<file path="src/design/ctcm_pkg.sv">
// ----------------------------------------------------------------------------
// ctcm_pkg
// Shared types and constants for the code to CID / Unicode table block.
// ----------------------------------------------------------------------------
package ctcm_pkg;

    // operation codes
    localparam logic [1:0] OP_ADD_RANGE   = 2'd0;
    localparam logic [1:0] OP_SET_UNICODE = 2'd1;
    localparam logic [1:0] OP_LOOKUP      = 2'd2;

    // table clear values
    localparam logic [15:0] CID_CLEAR    = 16'h0000;
    localparam logic [15:0] SQUARE_GLYPH = 16'h25A1;

    // request word
    typedef struct packed {
        logic [1:0]  operation;
        logic [15:0] code;
        logic [15:0] range_last;
        logic [15:0] cid_start;
        logic [15:0] unicode_value;
    } t_req;

    // response word
    typedef struct packed {
        logic [15:0] cid_value;
        logic [15:0] unicode_out;
    } t_rsp;

    // memory strobes from the sequencer
    typedef struct packed {
        logic cid_we;
        logic uni_we;
        logic rd_en;
    } t_mem_ctl;

    // sequencer states
    typedef enum logic [1:0] {
        ST_CLEAR,
        ST_IDLE,
        ST_LOOK,
        ST_FILL
    } t_state;

endpackage

</file>
<file path="src/design/ctcm_ctrl.sv">
// ----------------------------------------------------------------------------
// ctcm_ctrl
// Sequencer: clearing pass, range fill, single writes and lookup reads.
// ----------------------------------------------------------------------------
module ctcm_ctrl #(
    parameter int CODE_BITS = 16
) (
    input  logic                      i_clk,
    input  logic                      i_rst_n,
    input  logic                      start,
    output logic                      busy,
    input  ctcm_pkg::t_req            i_req,
    output ctcm_pkg::t_mem_ctl        o_ctl,
    output logic [CODE_BITS-1:0]      o_waddr,
    output logic [CODE_BITS-1:0]      o_raddr,
    output logic [15:0]               o_cid_wdata,
    output logic [15:0]               o_uni_wdata,
    output logic                      o_valid
);
    import ctcm_pkg::*;

    localparam logic [CODE_BITS-1:0] ADDR_ONE  = CODE_BITS'(1);
    localparam logic [CODE_BITS-1:0] ADDR_LAST = {CODE_BITS{1'b1}};

    t_state               r_state, n_state;
    logic [CODE_BITS-1:0] r_addr,  n_addr;
    logic [CODE_BITS-1:0] r_last,  n_last;
    logic [15:0]          r_cid,   n_cid;

    logic                 accept;
    logic [CODE_BITS-1:0] req_code;
    logic [CODE_BITS-1:0] req_last;
    logic                 range_empty;

    // request decode, codes cut to the table width
    assign busy        = (r_state == ST_CLEAR) || (r_state == ST_FILL);
    assign accept      = start && !busy;
    assign req_code    = i_req.code[CODE_BITS-1:0];
    assign req_last    = i_req.range_last[CODE_BITS-1:0];
    assign range_empty = req_last < req_code;

    // next state
    always_comb begin
        n_state = r_state;
        unique case (r_state)
            ST_CLEAR: begin
                if (r_addr == ADDR_LAST) begin
                    n_state = ST_IDLE;
                end
            end
            ST_IDLE, ST_LOOK: begin
                n_state = ST_IDLE;
                if (accept) begin
                    case (i_req.operation)
                        OP_ADD_RANGE: n_state = range_empty ? ST_IDLE : ST_FILL;
                        OP_LOOKUP:    n_state = ST_LOOK;
                        default:      n_state = ST_IDLE;
                    endcase
                end
            end
            ST_FILL: begin
                if (r_addr == r_last) begin
                    n_state = ST_IDLE;
                end
            end
            default: n_state = ST_IDLE;
        endcase
    end

    // memory strobes, addresses and write data
    always_comb begin
        o_ctl       = '0;
        o_waddr     = r_addr;
        o_raddr     = req_code;
        o_cid_wdata = r_cid;
        o_uni_wdata = i_req.unicode_value;
        unique case (r_state)
            ST_CLEAR: begin
                o_ctl.cid_we = 1'b1;
                o_ctl.uni_we = 1'b1;
                o_cid_wdata  = CID_CLEAR;
                o_uni_wdata  = SQUARE_GLYPH;
            end
            ST_IDLE, ST_LOOK: begin
                if (accept) begin
                    case (i_req.operation)
                        OP_SET_UNICODE: begin
                            o_ctl.uni_we = 1'b1;
                            o_waddr      = req_code;
                        end
                        OP_LOOKUP: o_ctl.rd_en = 1'b1;
                        default: ;
                    endcase
                end
            end
            ST_FILL: o_ctl.cid_we = 1'b1;
            default: ;
        endcase
    end

    // result strobe: read data is valid the cycle after the lookup
    assign o_valid = (r_state == ST_LOOK);

    // counters for the clearing pass and the range fill
    always_comb begin
        n_addr = r_addr;
        n_last = r_last;
        n_cid  = r_cid;
        if ((r_state == ST_CLEAR) || (r_state == ST_FILL)) begin
            n_addr = r_addr + ADDR_ONE;
            n_cid  = r_cid + 16'd1;
        end else if (accept && (i_req.operation == OP_ADD_RANGE)) begin
            n_addr = req_code;
            n_last = req_last;
            n_cid  = i_req.cid_start;
        end
    end

    // control registers
    always_ff @(posedge i_clk) begin
        if (!i_rst_n) begin
            r_state <= ST_CLEAR;
            r_addr  <= '0;
        end else begin
            r_state <= n_state;
            r_addr  <= n_addr;
        end
    end

    // fill payload registers
    always_ff @(posedge i_clk) begin
        r_last <= n_last;
        r_cid  <= n_cid;
    end

endmodule

</file>
<file path="config.mk">
export PLATFORM = sky130hd
export DESIGN_NAME = ctcm_ctrl
export DESIGN_NICKNAME = d
export VERILOG_FILES = /design/src/design/ctcm_pkg.sv /design/src/design/ctcm_ctrl.sv
export SDC_FILE = /design/constraint.sdc
export NUM_CORES = 1
export LEC_CHECK = 0
export BUFFER_PORTS_ARGS = -buffer_cell sky130_fd_sc_hd__buf_2
export CORE_ASPECT_RATIO = 1.2
export CORE_UTILIZATION = 30
export CTS_CLUSTER_SIZE = 25
export DETAILED_ROUTE_END_ITERATION = 10
export PLACE_DENSITY_LB_ADDON = 0.3
export SYNTH_ARGS = -nofsm -noshare
export SYNTH_HDL_FRONTEND = slang
export SYNTH_SLANG_ARGS = --single-unit
</file>
<file path="constraint.sdc">
create_clock -name i_clk -period 3.1 [get_ports i_clk]
set_clock_uncertainty 0.05 [all_clocks]
set_input_delay 0.62 -clock i_clk [delete_from_list [all_inputs] [get_ports i_clk]]
set_output_delay 0.62 -clock i_clk [all_outputs]
set_load 0.05 [all_outputs]
</file>
# After elaboration in Yosys (flattened, before gate mapping)
# Cells that the tools add are included.
# op_classes
n_bitwise	1
eq_ne	9
muxes	21
order_cmp	1
add_sub_neg	2
reduce_logical	11
# op_table
operator	n
$mux 16	9
$add 16x1->16 const B	2
$eq 16x16->1	1
$eq 16x16->1 const B	1
$lt 16x16->1	1
$mux 2	5
$eq 2x2->1 const B	3
$pmux 2 s3	1
$eq 2x1->1 const B	2
$logic_not 2->1	2
$mux 1	4
$ne 2x1->1 const B	2
$pmux 2 s2	1
$reduce_and 2->1	2
$reduce_or 2->1	2
$logic_and 1x1->1	2
$pmux 1 s2	1
$reduce_bool 2->1	1
$logic_not 1->1	1
$logic_or 1x1->1	1
$not 1->1	1
# word_totals
inputBits	69
ff_bits	50

# Longest topological paths before layout
# depth
depth_word	7
ltp_mapped	11

# Worst setup path after synthesis
# Ideal clock, no wire load.
# synth_path
path_type	flip-flop to output port
from	register r_state[0]
to	output o_waddr[15]
path_slack_ns	0.105
t_arrival_ns	2.325
path_stages_with_launch	7
cell_sequence	dfxtp_1 -> inv_1 -> ha_1 -> buf_6 -> nand4b_1 -> clkbuf_1 -> o21ai_0
# synth_between
elab_chain_cells	6
elab_cells_between_ends	10
classes_between	eq/ne: 3; mux: 2; reduce/logical: 5
# synth_rtl
item	line	rtl
start, declared	ctcm_ctrl.sv:25	t_state r_state, n_state;
start signal, assigned	ctcm_ctrl.sv:125	r_state <= n_state;
$eq 2x2->1 / $logic_not 2->1 (equally long branches)	ctcm_ctrl.sv:36	assign busy = (r_state == ST_CLEAR) || (r_state == ST_FILL);
$logic_or 1x1->1	ctcm_ctrl.sv:36	
$logic_not 1->1	ctcm_ctrl.sv:37	assign accept = start && !busy;
$logic_and 1x1->1	ctcm_ctrl.sv:37	
$mux 16	ctcm_ctrl.sv:85	if (accept) begin
$mux 16 *	ctcm_ctrl.sv:77	unique case (r_state)
end, declared	ctcm_ctrl.sv:14	output logic [CODE_BITS-1:0] o_waddr,
# Mark *: on every way between the ends. The rest lies on a longest branch, timed or not.

==> results.cfg <==
[sta]
finalCritPeriodShare_pct = 90.3
hold_viol = 0
setup_viol = 0
slew_headroom_pct = 37.3
max_freq_mhz = 357
fin_setup_tns_ns = 0
worst_pin_slew_ns = 0.917
finalMaxSlewViolations = 0
post-route-min-period_ns = 2.80
rsz0062_at_grt = no

[worst_setup_path]
start_kind = flip-flop
crit_path_cell_trace = inv_1 -> ha_1 -> buf_4 -> nand2_1 -> nor2_1 -> and2_1 -> buf_2
reg2reg_from = r_state[1]
reg2regPathDepth = 8
r2r-end = r_addr[14]
crit_slowest_cell = dfxtp_1
path_class = flip-flop to output port
crit_fanout = 45
crit_path_end_kind = output port
cpPeakStageDelay_ns = 0.41
cp_data_arrival_time_ns = 2.13
required_ns = 2.43
r2r_setup_slack_ns = 0.62

[layout]
nets = 604
final_core_util_pct = 37.8
n_antenna_cell = 0
area_delta_synth_final_pct = 22.4
drive_gt1_share_pct = 32.6

[route]
vias = 3278
drc = 0
ant_nets = 0
wl_per_cell_um = 15.1
drt_first_pass_iters = 4
drt_iter0_drc = 154
via_per_inst = 4.88
drt_wl_total_um = 10200

[clock_network]
post-cts-setup-buffers = 0
clk_latency_ns = 0.29
cts_resized = 0
clockBufferDepth = 2
postCtsHoldBufs = 0
cts_tree = done
cts_max_level = 2
cts.sinks = 50
cts_inserted_buffers = 5
cts-root-buf = clkbuf_16
clk_pin_slew_ns = 0.07

[pwr]
ir_drop_uv = 183
p_comb_share_pct = 34.4
power_leakage_nw = 1.85
internal-power_mw = 1.46
switching_share_pct = 38.5
pwr-share-clk_pct = 23.0
power.share.sequential_pct = 42.6
power_density_nw_per_um2 = 542
power_switching_uw = 917

[global_route]
grt.total_usage_pct = 16.6
grt_use_met1_pct = 19.4
grt_pass1_vias = 3135
grt.busiest_layer = met2
antenna_found_initial = 0
grt_max_degree = 46
grt_pass1_wl_um = 15700
overflow = 0
met3_usage_pct = 2.07
gr-usage-met2_pct = 30.4

[min_path]
hold_start = i_req[45]
holdPathStages = 1
min_to = r_last[13]
hp-class = input port to flip-flop

[synth]
syn-num-nets = 490
ys_seq_area_share_pct = 36.8
synthCells = 400
synth_edf_count = 32
synth_common_cells = nand2_1 (49), o21ai_0 (34), edfxtp_1 (32)
netlist_top_cells_area = edfxtp_1 (27%), dfxtp_1 (10%), ha_1 (7.3%)
async_reset_ff_share_pct = 0
yosys_warnings = 0
syn_area_um2 = 3590
synthFlopType = edfxtp_1
synth_area_leader_cell = edfxtp_1
yosysTopAreaCellShare_pct = 26.8
synthDistinctLibCells = 54
synth_area_per_cell_um2 = 8.97
ys_seq_elements = 50
synth_most_common_cell = nand2_1

[place]
gp_congestion = 0.845
dp_hpwl_um = 8000
portBuffers = 137

[floorplan]
fp.coreArea_um2 = 11600
fp.dieArea_um2 = 12400
die_h_um = 122
io_pins = 138
initial_core_util_pct = 30.9
rows = 43
die_w_um = 102

[run]
max-cap-violations = 0

[outcome]
outcome = completed
## area by class of cell
cell class	instances	area, um2
Inverter	26	103
Clock buffer	7	133
Multi-Input combinational cell	286	1890
Sequential cell	50	1320
Tap cell	157	196
Clock inverter	1	6.26
Fill cell	1251	7230
Timing Repair Buffer	145	746
## metrics by stage
stage	hold WS, ns	worst slack (ns)	cells	total power [mW]	area (um2)
2_1_floorplan	0.437	0.105	400	1.63	3590
5_1_grt	0.460	0.131	672	2.52	4400
3_3_place_gp	0.458	0.498	664	1.83	4260
6_report	0.470	0.301	672	2.38	4400
3_5_place_dp	0.474	0.501	664	1.85	4260
4_1_cts	0.459	0.267	672	2.42	4400
## kinds of logic after synthesis
group	count (synthesis)	synth area share (%)
xor+xnor	30	7.32
simple gates	147	22.2
flops	50	36.8
fa+ha+maj	21	7.32
buf+inv	64	10.5
compound gates	85	14.9
mux	3	0.906
## layer usage
metal	up-vias	share of wire (%)
li1	1627	-
met1	1525	42
met2	118	52
met3	8	4.7
met4	0	1.4
met5	-	0
## power groups by stage
| stage | clock [mW] | combinational, mW | sequential [mW] |
|---|---|---|---|
| after floorplan | 0 | 0.658 | 0.975 |
| after CTS | 0.575 | 0.828 | 1.01 |
| after global placement | 0 | 0.812 | 1.02 |
| after global routing | 0.590 | 0.897 | 1.03 |
| after detailed placement | 0 | 0.824 | 1.03 |
| final | 0.548 | 0.819 | 1.01 |
## worst max-delay path: cells and delay by family, from the launching register on
family / cells / cell delay (ns)
buf+inv: 3 / 0.73
flops: 1 / 0.41
simple gates: 3 / 0.39
fa+ha+maj: 1 / 0.30
## flip-flops by register name (all words and copies together), names as in the netlist
| name | count |
|---|---|
| r_last | 16 |
| r_state | 2 |
| r_cid | 16 |
| r_addr | 16 |
## worst max-delay path by stage
stage / cells after the start / endpoint / from
2_1_floorplan: 6 / o_waddr[15] / r_state[0]
3_3_place_gp: 7 / r_state[1] / i_req[49]
3_5_place_dp: 7 / r_state[1] / i_req[49]
4_1_cts: 7 / o_ctl[0] / r_state[1]
5_1_grt: 7 / o_ctl[0] / r_state[0]
6_report: 7 / o_ctl[0] / r_state[1]
## cells in the final DEF, fill, tap and decap left out, types with 2 or more instances in the layout
master,n
or2_2,6
or4_1,2
a21o_1,2
nand4_1,9
nor4_1,5
ha_1,21
nand3_1,15
nor3_1,7
nor3_4,2
and3_1,4
edfxtp_1,32
o311ai_0,2
o211ai_1,4
inv_1,25
mux2_2,2
nor2_1,14
a2111oi_0,4
buf_2,137
clkbuf_16,5
clkbuf_1,2
xor2_1,6
a211oi_1,2
a21boi_0,2
o21ai_0,34
buf_4,8
dfxtp_1,18
nand2_1,49
xnor2_1,24
nor2b_1,25
o22ai_1,2
a2bb2oi_1,2
a21oi_1,19
a311oi_1,3
Note: power is estimated with default switching activity, not from simulation.
